===== src/sv/four_voice_synth_with_svf_assert.svh =====
// Assertion helpers for the RTL modules, included by fvs_ctrl.
`ifndef FOUR_VOICE_SYNTH_WITH_SVF_ASSERT_SVH
`define FOUR_VOICE_SYNTH_WITH_SVF_ASSERT_SVH

// Check a consequence in the same cycle.
`define FVS_ASSERT_SAME(lbl, ante, cons, msg) \
  lbl: assert property (@(posedge clk_i) disable iff (!rst_ni) (ante) |-> (cons)) \
    else $error(msg);

// Check a consequence in the next cycle.
`define FVS_ASSERT_NEXT(lbl, ante, cons, msg) \
  lbl: assert property (@(posedge clk_i) disable iff (!rst_ni) (ante) |=> (cons)) \
    else $error(msg);

`endif


===== src/sv/fvs_pkg.sv =====
`default_nettype none
package fvs_pkg;

  localparam logic [27:0] PHASE_HALF  = 28'h8000000;
  localparam logic [23:0] LEVEL_MAX   = 24'hffffff;
  localparam logic [23:0] SUSTAIN_UNIT = 24'h111111;
  localparam logic [22:0] LFSR_SEED   = 23'h7ffff8;
  localparam logic [8:0]  FREQ_STEP   = 9'd359;
  localparam int          DIV_STEPS   = 25;

  typedef enum logic [1:0] {
    REQ_TICK   = 2'd0,
    REQ_VOICE  = 2'd1,
    REQ_GLOBAL = 2'd2
  } req_e;

  typedef enum logic [1:0] {
    ENV_RELEASE = 2'd0,
    ENV_ATTACK  = 2'd1,
    ENV_DECAY   = 2'd2,
    ENV_SUSTAIN = 2'd3
  } env_phase_e;

  typedef enum logic [4:0] {
    OP_NONE, OP_VWR, OP_GWR, OP_START, OP_FC, OP_FP, OP_PH, OP_MUL0, OP_MUL1,
    OP_DIV, OP_UPD, OP_SCALE, OP_ACC, OP_F1, OP_F2, OP_F3, OP_F4, OP_F5, OP_F6,
    OP_OUT
  } dp_op_e;

  typedef enum logic [4:0] {
    S_IDLE, S_FC, S_FP, S_PH, S_MUL0, S_MUL1, S_DIV, S_UPD, S_SCALE, S_ACC,
    S_F1, S_F2, S_F3, S_F4, S_F5, S_F6, S_OUT
  } ctrl_state_e;

  typedef struct packed {
    dp_op_e op;
  } fvs_cmd_t;

  typedef struct packed {
    logic sync;
    logic div_done;
    logic last_voice;
    logic out_free;
  } fvs_status_t;

  function automatic logic [23:0] attack_rate(input logic [3:0] idx);
    logic [23:0] r;
    case (idx)
      4'd0:  r = 24'd168867;
      4'd1:  r = 24'd47495;
      4'd2:  r = 24'd24124;
      4'd3:  r = 24'd15998;
      4'd4:  r = 24'd10200;
      4'd5:  r = 24'd6908;
      4'd6:  r = 24'd5692;
      4'd7:  r = 24'd4855;
      4'd8:  r = 24'd3877;
      4'd9:  r = 24'd1555;
      4'd10: r = 24'd777;
      4'd11: r = 24'd486;
      4'd12: r = 24'd389;
      4'd13: r = 24'd129;
      4'd14: r = 24'd77;
      default: r = 24'd48;
    endcase
    return r;
  endfunction

  function automatic logic [23:0] release_rate(input logic [3:0] idx);
    logic [23:0] r;
    case (idx)
      4'd0:  r = 24'd42660;
      4'd1:  r = 24'd15468;
      4'd2:  r = 24'd7857;
      4'd3:  r = 24'd5210;
      4'd4:  r = 24'd3322;
      4'd5:  r = 24'd2250;
      4'd6:  r = 24'd1853;
      4'd7:  r = 24'd1581;
      4'd8:  r = 24'd1262;
      4'd9:  r = 24'd506;
      4'd10: r = 24'd253;
      4'd11: r = 24'd158;
      4'd12: r = 24'd126;
      4'd13: r = 24'd42;
      4'd14: r = 24'd25;
      default: r = 24'd15;
    endcase
    return r;
  endfunction

  function automatic logic [14:0] damping(input logic [3:0] k);
    logic [14:0] r;
    case (k)
      4'd0:  r = 15'd19661;
      4'd1:  r = 15'd19005;
      4'd2:  r = 15'd18350;
      4'd3:  r = 15'd17695;
      4'd4:  r = 15'd17039;
      4'd5:  r = 15'd16384;
      4'd6:  r = 15'd15729;
      4'd7:  r = 15'd15073;
      4'd8:  r = 15'd14418;
      4'd9:  r = 15'd13763;
      4'd10: r = 15'd13107;
      4'd11: r = 15'd12452;
      4'd12: r = 15'd11796;
      4'd13: r = 15'd11141;
      4'd14: r = 15'd10486;
      default: r = 15'd9830;
    endcase
    return r;
  endfunction

  function automatic logic signed [31:0] sat32(input logic signed [39:0] x);
    logic signed [31:0] r;
    if (x > 40'sd2147483647) begin
      r = 32'sh7fffffff;
    end else if (x < -40'sd2147483648) begin
      r = 32'sh80000000;
    end else begin
      r = x[31:0];
    end
    return r;
  endfunction

endpackage
`default_nettype wire


===== src/sv/fvs_ctrl.sv =====
`default_nettype none
`include "four_voice_synth_with_svf_assert.svh"
module fvs_ctrl (
  input  logic                  clk_i,
  input  logic                  rst_ni,
  input  logic                  s_valid_i,
  input  logic [1:0]            s_kind_i,
  output logic                  s_ready_o,
  input  fvs_pkg::fvs_status_t  status_i,
  output fvs_pkg::fvs_cmd_t     cmd_o
);
  import fvs_pkg::*;

  ctrl_state_e state_q, state_d;
  logic        fire;

  assign s_ready_o = (state_q == S_IDLE);
  assign fire      = s_valid_i && s_ready_o;

  always_ff @(posedge clk_i or negedge rst_ni) begin
    if (!rst_ni) begin
      state_q <= S_IDLE;
    end else begin
      state_q <= state_d;
    end
  end

  always_comb begin
    state_d = state_q;
    unique case (state_q)
      S_IDLE: begin
        if (fire && s_kind_i == REQ_TICK) state_d = S_FC;
      end
      S_FC:    state_d = S_FP;
      S_FP:    state_d = S_PH;
      S_PH:    state_d = status_i.sync ? S_MUL0 : S_UPD;
      S_MUL0:  state_d = S_MUL1;
      S_MUL1:  state_d = S_DIV;
      S_DIV:   state_d = status_i.div_done ? S_UPD : S_DIV;
      S_UPD:   state_d = S_SCALE;
      S_SCALE: state_d = S_ACC;
      S_ACC:   state_d = status_i.last_voice ? S_F1 : S_FC;
      S_F1:    state_d = S_F2;
      S_F2:    state_d = S_F3;
      S_F3:    state_d = S_F4;
      S_F4:    state_d = S_F5;
      S_F5:    state_d = S_F6;
      S_F6:    state_d = S_OUT;
      S_OUT:   state_d = status_i.out_free ? S_IDLE : S_OUT;
      default: state_d = S_IDLE;
    endcase
  end

  always_comb begin
    cmd_o.op = OP_NONE;
    unique case (state_q)
      S_IDLE: begin
        if (fire) begin
          unique case (s_kind_i)
            REQ_TICK:   cmd_o.op = OP_START;
            REQ_VOICE:  cmd_o.op = OP_VWR;
            REQ_GLOBAL: cmd_o.op = OP_GWR;
            default:    cmd_o.op = OP_NONE;
          endcase
        end
      end
      S_FC:    cmd_o.op = OP_FC;
      S_FP:    cmd_o.op = OP_FP;
      S_PH:    cmd_o.op = OP_PH;
      S_MUL0:  cmd_o.op = OP_MUL0;
      S_MUL1:  cmd_o.op = OP_MUL1;
      S_DIV:   cmd_o.op = OP_DIV;
      S_UPD:   cmd_o.op = OP_UPD;
      S_SCALE: cmd_o.op = OP_SCALE;
      S_ACC:   cmd_o.op = OP_ACC;
      S_F1:    cmd_o.op = OP_F1;
      S_F2:    cmd_o.op = OP_F2;
      S_F3:    cmd_o.op = OP_F3;
      S_F4:    cmd_o.op = OP_F4;
      S_F5:    cmd_o.op = OP_F5;
      S_F6:    cmd_o.op = OP_F6;
      S_OUT:   cmd_o.op = status_i.out_free ? OP_OUT : OP_NONE;
      default: cmd_o.op = OP_NONE;
    endcase
  end

  `FVS_ASSERT_NEXT(a_tick_starts, fire && s_kind_i == REQ_TICK, state_q == S_FC, "tick lost")
  `FVS_ASSERT_NEXT(a_div_exit, state_q == S_DIV && status_i.div_done, state_q == S_UPD,
                   "divider exit missed")
  `FVS_ASSERT_NEXT(a_out_hold, state_q == S_OUT && !status_i.out_free, state_q == S_OUT,
                   "result dropped while stalled")

endmodule
`default_nettype wire


===== config.mk =====
export PLATFORM = sky130hd
export DESIGN_NAME = fvs_ctrl
export DESIGN_NICKNAME = d
export VERILOG_FILES = /design/src/sv/fvs_pkg.sv /design/src/sv/fvs_ctrl.sv
export VERILOG_INCLUDE_DIRS = /design/src /design/src/sv
export SDC_FILE = /design/constraint.sdc
export NUM_CORES = 1
export LEC_CHECK = 0
export BUFFER_PORTS_ARGS = -buffer_cell sky130_fd_sc_hd__buf_2
export CAP_MARGIN = 10
export CORE_AREA = 5 5 42 44
export DETAILED_ROUTE_END_ITERATION = 10
export DIE_AREA = 0 0 47 49
export PLACE_DENSITY_LB_ADDON = 0.05
export SLEW_MARGIN = 25
export SYNTH_ARGS = -nofsm -noshare
export SYNTH_HDL_FRONTEND = slang
export SYNTH_SLANG_ARGS = --single-unit

===== constraint.sdc =====
create_clock -name clk_i -period 1.45 [get_ports clk_i]
set_input_delay 0.145 -clock clk_i [delete_from_list [all_inputs] [get_ports clk_i]]
set_output_delay 0.145 -clock clk_i [all_outputs]
set_load 0.01 [all_outputs]

==> impl_table.tex, run 1 <==
\begin{tabular}{lr}
\hline
Metric & Value \\
\hline
\multicolumn{2}{l}{\textbf{Timing}} \\
RSZ-0062 raised after global routing & true \\
Final critical-path setup slack & -0.355 ns \\
Maximum clock skew at final layout & 0.000236 ns \\
Setup TNS after final layout & -1.05 ns \\
Number of pins with negative max-slew slack in the final report & 0 \\
Minimum period implied by the final worst setup slack & around 1.8 ns \\
Part of the cycle the worst path needs & 124\% \\
Hold Violations, Final & 0 \\
Number of failing setup endpoints in the final timing report & 7 \\
Transition at the pin with the smallest max-transition slack & 0.262 ns \\
Worst slew margin relative to its limit & between 80\% and 90\% \\
Maximum operating frequency & roughly 550 MHz \\
\multicolumn{2}{l}{\textbf{Yosys}} \\
Number of distinct library cells after synthesis & 31 \\
Number of instances in the synthesized netlist & 62 \\
Number of synthesis warnings & 0 \\
EDFF count, synth & 0 \\
Most area-hungry cell type in the Yosys netlist & sky130\_fd\_sc\_hd\_\_dfrtp\_1 \\
Top cell types by occurrence after synthesis & 8 x sky130\_fd\_sc\_hd\_\_nor2\_1, 5 x sky130\_fd\_sc\_hd\_\_a21oi\_1, 5 x sky130\_fd\_sc\_hd\_\_dfrtp\_1, 4 x sky130\_fd\_sc\_hd\_\_nand2\_1, 4 x sky130\_fd\_sc\_hd\_\_nor3\_1 \\
Ys async rst share & between 90\% and 100\% \\
Combined area of all synthesized cells & roughly 480 um2 \\
Net Count, Synth & slightly above 70 \\
Most instantiated library cell after synthesis & sky130\_fd\_sc\_hd\_\_nor2\_1 \\
Post-synth top flop & sky130\_fd\_sc\_hd\_\_dfrtp\_1 \\
Most area-consuming cells after synthesis & sky130\_fd\_sc\_hd\_\_dfrtp\_1 26\%, sky130\_fd\_sc\_hd\_\_buf\_6 7.0\%, sky130\_fd\_sc\_hd\_\_nor2\_1 6.3\%, sky130\_fd\_sc\_hd\_\_a21oi\_1 5.2\%, sky130\_fd\_sc\_hd\_\_nor3\_1 4.2\% \\
Mean post-synth cell area & slightly below 8 um2 \\
\#FFs+latches synth & 5 \\
Post-synth top area share & approximately a quarter \\
Sequential-to-total area share from yosys stat & about a quarter \\
\multicolumn{2}{l}{\textbf{Clocking}} \\
Maximum clock path buffer count & 2 \\
Number of H-tree levels & 1 \\
Root Driver & sky130\_fd\_sc\_hd\_\_clkbuf\_4 \\
Cts bufs inserted & 3 \\
CTS Sinks & 5 \\
CTS clock-pin slew for the worst setup and hold paths & roughly 0.050 ns \\
Clock tree from TritonCTS & built \\
Clock latency at the later pin of the worst-skew pair & 0.24 ns \\
\multicolumn{2}{l}{\textbf{Floorplanning}} \\
Area of the core region & between 0.001 and 0.0015 mm2 \\
Die Outline Area & 0.00230 mm2 \\
Site row count & 14 \\
I/O pin total & 15 \\
Die Width & $\sim$47 um \\
Vertical die dimension & 49 um \\
Starting density of the core & approximately a third \\
\multicolumn{2}{l}{\textbf{Finish}} \\
Area of the multi-input gates & about 360 um2 \\
Share of layout cells above drive strength 1 & 53.9\% \\
Combined flip-flop and latch cell area & about 130 um2 \\
Nets & between 90 and 100 \\
Antenna Diode Count & 0 \\
Largest regs & state\_q: 5 flops \\
Area grow syn2layout & 54.6\% \\
Final Non-Filler Cells & approximately 110 \\
Register name with the most flops & state\_q \\
Number of flip-flops under the largest register name & 5 \\
Number of inserted filler cells in the final layout & roughly 150 \\
\multicolumn{2}{l}{\textbf{Drt}} \\
Number of DRC violations after detailed routing & 0 \\
Via Count & around 550 \\
DR pass1 iterations & 4 \\
Via/cell ratio & $\sim$5.2 \\
Aggregate routed wire length & approximately 1300 um \\
Average wire length per cell after detail routing & between 10 and 15 um \\
Post-detailed-route count of antenna-violating nets & 0 \\
Number of DRC markers after the initial detailed-route iteration & 7 \\
\multicolumn{2}{l}{\textbf{Placement}} \\
Cell count after placement & 96 \\
HPWL after detailed placement & around 950 um \\
Placer congestion estimate & 0.742 \\
Number of buffers added on ports & 14 \\
\multicolumn{2}{l}{\textbf{Critical path}} \\
Required time at the worst-slack endpoint & roughly 1.3 ns \\
Start-to-end type of the worst setup path & reg -> out \\
Highest fanout seen on the critical path & 2 \\
CP arrival & between 1.5 and 2 ns \\
Nature of the critical path endpoint & output port \\
Critical path startpoint category & register \\
\multicolumn{2}{l}{\textbf{Global route}} \\
Met1 global-route usage & 17.1\% \\
Met3 track demand over resource & under 10\% \\
Initial antenna violation count & 0 \\
Overall global routing resource usage & 14.1\% \\
Remaining global-route overflow & 0 \\
Global routing met2 resource utilization & between 20\% and 30\% \\
Global-route wire length before repair & between 2000 and 2500 um \\
Pin count of the biggest net entering global routing & 12 \\
Most used routing layer & met2 \\
Via count of the first global-routing pass & 578 \\
\multicolumn{2}{l}{\textbf{Power}} \\
Cell Pwr Density & between 2000 and 2500 mW/mm2 \\
IR drop worst, VDD & roughly 0.0011 V \\
Leakage power & between 0.3 and 0.4 nW \\
\multicolumn{2}{l}{\textbf{Flow run}} \\
MaxCap Viol Count & 0 \\
\multicolumn{2}{l}{\textbf{Status}} \\
Violated checks & negative setup slack \\
Outcome & finished, violations left \\
\multicolumn{2}{l}{\textbf{Hold path}} \\
Min-Delay Path Class & in -> reg \\
\hline
\end{tabular}
==> kinds of logic after synthesis <==
kind of cell | synth area share, %
buf+inv | 11.8
xor+xnor | 3.66
flops | 26.1
simple gates | 35.5
compound gates | 23.0
==> cells in the final DEF (no fill, tap or decap), drive strengths merged <==
master	n
a21boi	1
nor2	8
buf	27
or4b	1
nor3b	2
or3	1
nand4	2
clkbuf	3
a221oi	1
inv	2
clkinv	1
nand2	5
nor3	4
nor2b	1
o311a	1
and2	1
xnor2	1
o31ai	1
nand3	2
xor2	1
nand2b	2
and3	1
o21ai	5
and2b	1
dfrtp	5
o32ai	1
dlygate4sd3	1
a21oi	5
or2	1
a31oi	1
==> through the flow <==
stage               cell area [um2]  setup slack (ns)  total power [W]  util, %  hold WS [ns]
floorplan                       479           -0.0206         0.000980        -        -0.151
global placement                588            -0.128          0.00127     42.0       -0.0369
detailed placement              588            -0.136          0.00127     42.0       -0.0378
CTS                             726            -0.354          0.00174     51.8         0.144
global route                    741            -0.468          0.00195     52.9         0.149
finish                          741            -0.355          0.00178     52.9         0.142
==> metal layers <==
metal,vias to the layer above,part of all wire [%]
li1,275,-
met1,251,45
met2,14,47
met3,7,3.9
met4,0,4.6
met5,-,0
==> final timing paths <==
kind | slack [ns] | cells past startpoint | from | end
max | -0.35 | 5 | state_q[1] | cmd_o[0]
min in group asynchronous | 0.24 | 2 | rst_ni | state_q[1]
min | 0.14 | 2 | status_i[0] | state_q[4]
max in group asynchronous | 1.07 | 2 | rst_ni | state_q[3]
max reg2reg | -0.01 | 6 | state_q[1] | state_q[0]
min reg2reg | 0.60 | 1 | state_q[4] | state_q[0]
==> area by class of cell <==
class	instances	share of cell area, %
flip-flops and latches	5	17.4
repair buffers	28	27.0
clock inverters	1	0.676
clock buffers	3	3.04
well taps	16	2.70
multi-input cells	50	48.1
inverters	2	1.01
==> power breakdown <==
group	switching, W	internal, W
sequential	0.000102	0.000204
clock	0.0000621	0.000100
combinational	0.000625	0.000689
==> critical path, stage by stage (launching register included) <==
cell,delay (ns)
sky130_fd_sc_hd__dfrtp_1,0.37
sky130_fd_sc_hd__or4b_4,0.53
sky130_fd_sc_hd__a21oi_2,0.14
sky130_fd_sc_hd__a31oi_1,0.06
sky130_fd_sc_hd__o31ai_2,0.16
sky130_fd_sc_hd__buf_2,0.16
==> repair_timing <==
action,4_1_cts,5_1_grt
hold endpoints to repair,5,0
pin swaps,5,1
resized for setup,23,5
endpoints found under the setup margin,6,8
hold buffers,1,0
buffers inserted,4,0
Note: power is estimated with default switching activity, not from simulation.
==> run 2, diff against run 1 <==
--- a/config.mk
+++ b/config.mk
@@ -11,7 +11,6 @@
 export CORE_AREA = 5 5 42 44
 export DETAILED_ROUTE_END_ITERATION = 10
 export DIE_AREA = 0 0 47 49
-export PLACE_DENSITY_LB_ADDON = 0.05
 export SLEW_MARGIN = 25
 export SYNTH_ARGS = -nofsm -noshare
 export SYNTH_HDL_FRONTEND = slang
==> run 2 against run 1 <==
The flow still finishes with violations (negative setup slack). Clock skew rose by 0.0075 ns. First-iteration DRC count did not move. Sequential power fell by 4%. Sequential share of layout area rose by 1.4 points. Sequential cell count did not move. Global-route usage fell by 1.1 points. Register-to-register slack got worse by 0.09 ns. Non-clock buffer count fell by 3. Wire length fell by 0.31%. Final area fell by 9.1%. Cell count fell by 2.9%. Maximum frequency fell by 2.9%.
==> impl_table.tex, run 2 (synthesized netlist as in run 1, its figures left out) <==
\begin{tabular}{lr}
\hline
Metric & Value \\
\hline
\multicolumn{2}{l}{\textbf{Status}} \\
Violated checks & negative setup slack \\
Outcome & finished, violations left \\
\multicolumn{2}{l}{\textbf{Floorplanning}} \\
Area of the core region & between 0.001 and 0.0015 mm2 \\
Vertical die dimension & 49 um \\
Starting density of the core & between 30 and 40\% \\
Die Width & 47 um \\
Die Outline Area & around 0.0023 mm2 \\
I/O pin total & 15 \\
Site row count & 14 \\
\multicolumn{2}{l}{\textbf{Flow run}} \\
MaxCap Viol Count & 0 \\
\multicolumn{2}{l}{\textbf{Critical path}} \\
Required time at the worst-slack endpoint & around 1.3 ns \\
Nature of the critical path endpoint & output port \\
CP arrival & 1.71 ns \\
Highest fanout seen on the critical path & 2 \\
Start-to-end type of the worst setup path & reg -> out \\
Critical path startpoint category & register \\
Number of cells on the worst reg-to-reg path & 5 \\
\multicolumn{2}{l}{\textbf{Clocking}} \\
Clock tree from TritonCTS & built \\
Root Driver & sky130\_fd\_sc\_hd\_\_clkbuf\_4 \\
Number of H-tree levels & 1 \\
Maximum clock path buffer count & 2 \\
Cts bufs inserted & 3 \\
CTS clock-pin slew for the worst setup and hold paths & approximately 0.050 ns \\
Clock latency at the later pin of the worst-skew pair & around 0.25 ns \\
CTS Sinks & 5 \\
\multicolumn{2}{l}{\textbf{Finish}} \\
Nets & 96 \\
Most common library cell in the layout ignoring fill and taps & sky130\_fd\_sc\_hd\_\_buf\_2 \\
Largest regs & state\_q: 5 flops \\
Number of inserted filler cells in the final layout & $\sim$140 \\
Share of layout cells above drive strength 1 & about two fifths \\
Number of flip-flops under the largest register name & 5 \\
Leading cell types in the layout, fill and taps excluded & 14 x sky130\_fd\_sc\_hd\_\_buf\_2, 7 x sky130\_fd\_sc\_hd\_\_buf\_4, 5 x sky130\_fd\_sc\_hd\_\_nor2\_1, 5 x sky130\_fd\_sc\_hd\_\_a21oi\_1 \\
Area grow syn2layout & 40.5\% \\
Register name with the most flops & state\_q \\
Area of the multi-input gates & about 320 um2 \\
Final Non-Filler Cells & around 100 \\
Antenna Diode Count & 0 \\
Combined flip-flop and latch cell area & 126 um2 \\
Post-Route Utilization & around 48\% \\
\multicolumn{2}{l}{\textbf{Global route}} \\
Remaining global-route overflow & 0 \\
Initial antenna violation count & 0 \\
Via count of the first global-routing pass & roughly 500 \\
Overall global routing resource usage & about an eighth \\
Pin count of the biggest net entering global routing & 13 \\
Global-route wire length before repair & roughly 2100 um \\
\multicolumn{2}{l}{\textbf{Power}} \\
IR drop worst, VDD & approximately 0.0011 V \\
Share of power burned in registers & between 10\% and 20\% \\
Clock group share of total power & roughly 10\% \\
P\_int & 0.000868 W \\
Cell Pwr Density & between 2000 and 2500 mW/mm2 \\
Sw Pwr & 0.000729 W \\
Part of the total power dissipated in combinational logic & approximately 71\% \\
Switching power share of the total & about 46\% \\
Leakage power & 0.305 nW \\
\multicolumn{2}{l}{\textbf{Timing}} \\
Worst slew margin relative to its limit & slightly below 80\% \\
Hold Violations, Final & 0 \\
Number of pins with negative max-slew slack in the final report & 0 \\
RSZ-0062 raised after global routing & true \\
Maximum clock skew at final layout & around 0.0078 ns \\
Setup TNS after final layout & -1.47 ns \\
Part of the cycle the worst path needs & 128\% \\
Number of failing setup endpoints in the final timing report & 7 \\
Transition at the pin with the smallest max-transition slack & 0.307 ns \\
Maximum operating frequency & approximately 540 MHz \\
Minimum period implied by the final worst setup slack & about 1.9 ns \\
Final critical-path setup slack & -0.409 ns \\
\multicolumn{2}{l}{\textbf{Placement}} \\
HPWL after detailed placement & between 900 and 1000 um \\
Number of buffers added on ports & 14 \\
Cell count after placement & 93 \\
Placer congestion estimate & 0.819 \\
\multicolumn{2}{l}{\textbf{Drt}} \\
Number of DRC markers after the initial detailed-route iteration & 7 \\
Via Count & 545 \\
Post-detailed-route count of antenna-violating nets & 0 \\
Aggregate routed wire length & roughly 1300 um \\
Number of DRC violations after detailed routing & 0 \\
Average wire length per cell after detail routing & approximately 13 um \\
Via/cell ratio & roughly 5.3 \\
DR pass1 iterations & 4 \\
\multicolumn{2}{l}{\textbf{Hold path}} \\
Number of cells on the worst hold path & 2 \\
Min-Delay Path Class & in -> reg \\
\hline
\end{tabular}
## run 2: final timing paths
kind	startpoint	to	slack, ns
min in group asynchronous	rst_ni	state_q[2]	0.23
worst max-delay path	state_q[1]	cmd_o[0]	-0.41
worst max register to register	state_q[1]	state_q[0]	-0.10
worst min-delay path	status_i[0]	state_q[4]	0.15
worst min register to register	state_q[4]	state_q[2]	0.63
max in group asynchronous	rst_ni	state_q[0]	1.07
## run 2: metal layers
metal / part of all wire, % / track usage [%] / up-vias
met5: 0 / 0 / -
met3: 7.0 / 4.43 / 2
met2: 48 / 17.6 / 17
met4: 2.1 / 8.29 / 0
met1: 43 / 16.9 / 255
li1: - / - / 271
## run 2: metrics by stage
stage	power, W	cell area, um2	worst slack, ns	hold WS [ns]
after CTS	0.00140	608	-0.397	0.151
after global routing	0.00174	673	-0.484	0.159
after floorplan	0.000980	479	-0.0206	-0.151
final	0.00160	673	-0.409	0.155
after detailed placement	0.00121	566	-0.148	-0.0375
after global placement	0.00120	566	-0.111	-0.0411
## run 2: critical path: stages (launching register included)
cell	delay, ns
sky130_fd_sc_hd__dfrtp_1	0.38
sky130_fd_sc_hd__or4b_1	0.53
sky130_fd_sc_hd__a21oi_1	0.15
sky130_fd_sc_hd__a31oi_1	0.06
sky130_fd_sc_hd__o31ai_2	0.17
sky130_fd_sc_hd__buf_2	0.16
## run 2: cell type report
cell class | instances | area share, %
multi-input combinational | 50 | 48.0
timing repair buffer | 25 | 25.3
sequential | 5 | 18.8
clock buffer | 4 | 3.90
tap | 16 | 2.97
inverter | 2 | 1.12
## run 2: timing repair
item	4_1_cts	5_1_grt
gates resized for setup	2	11
endpoints found under the setup margin	6	7
hold endpoints to repair	5	0
hold buffers	1	0
setup buffers	0	4
pin swaps	2	3
## run 2: power by group through the flow
stage                     registers, W  logic, W  clock network (W)
after floorplan               0.000230  0.000750                  0
after global placement        0.000274  0.000923                  0
after detailed placement      0.000277  0.000931                  0
after CTS                     0.000282  0.000949           0.000171
after global routing          0.000308   0.00125           0.000182
final                         0.000295   0.00114           0.000165
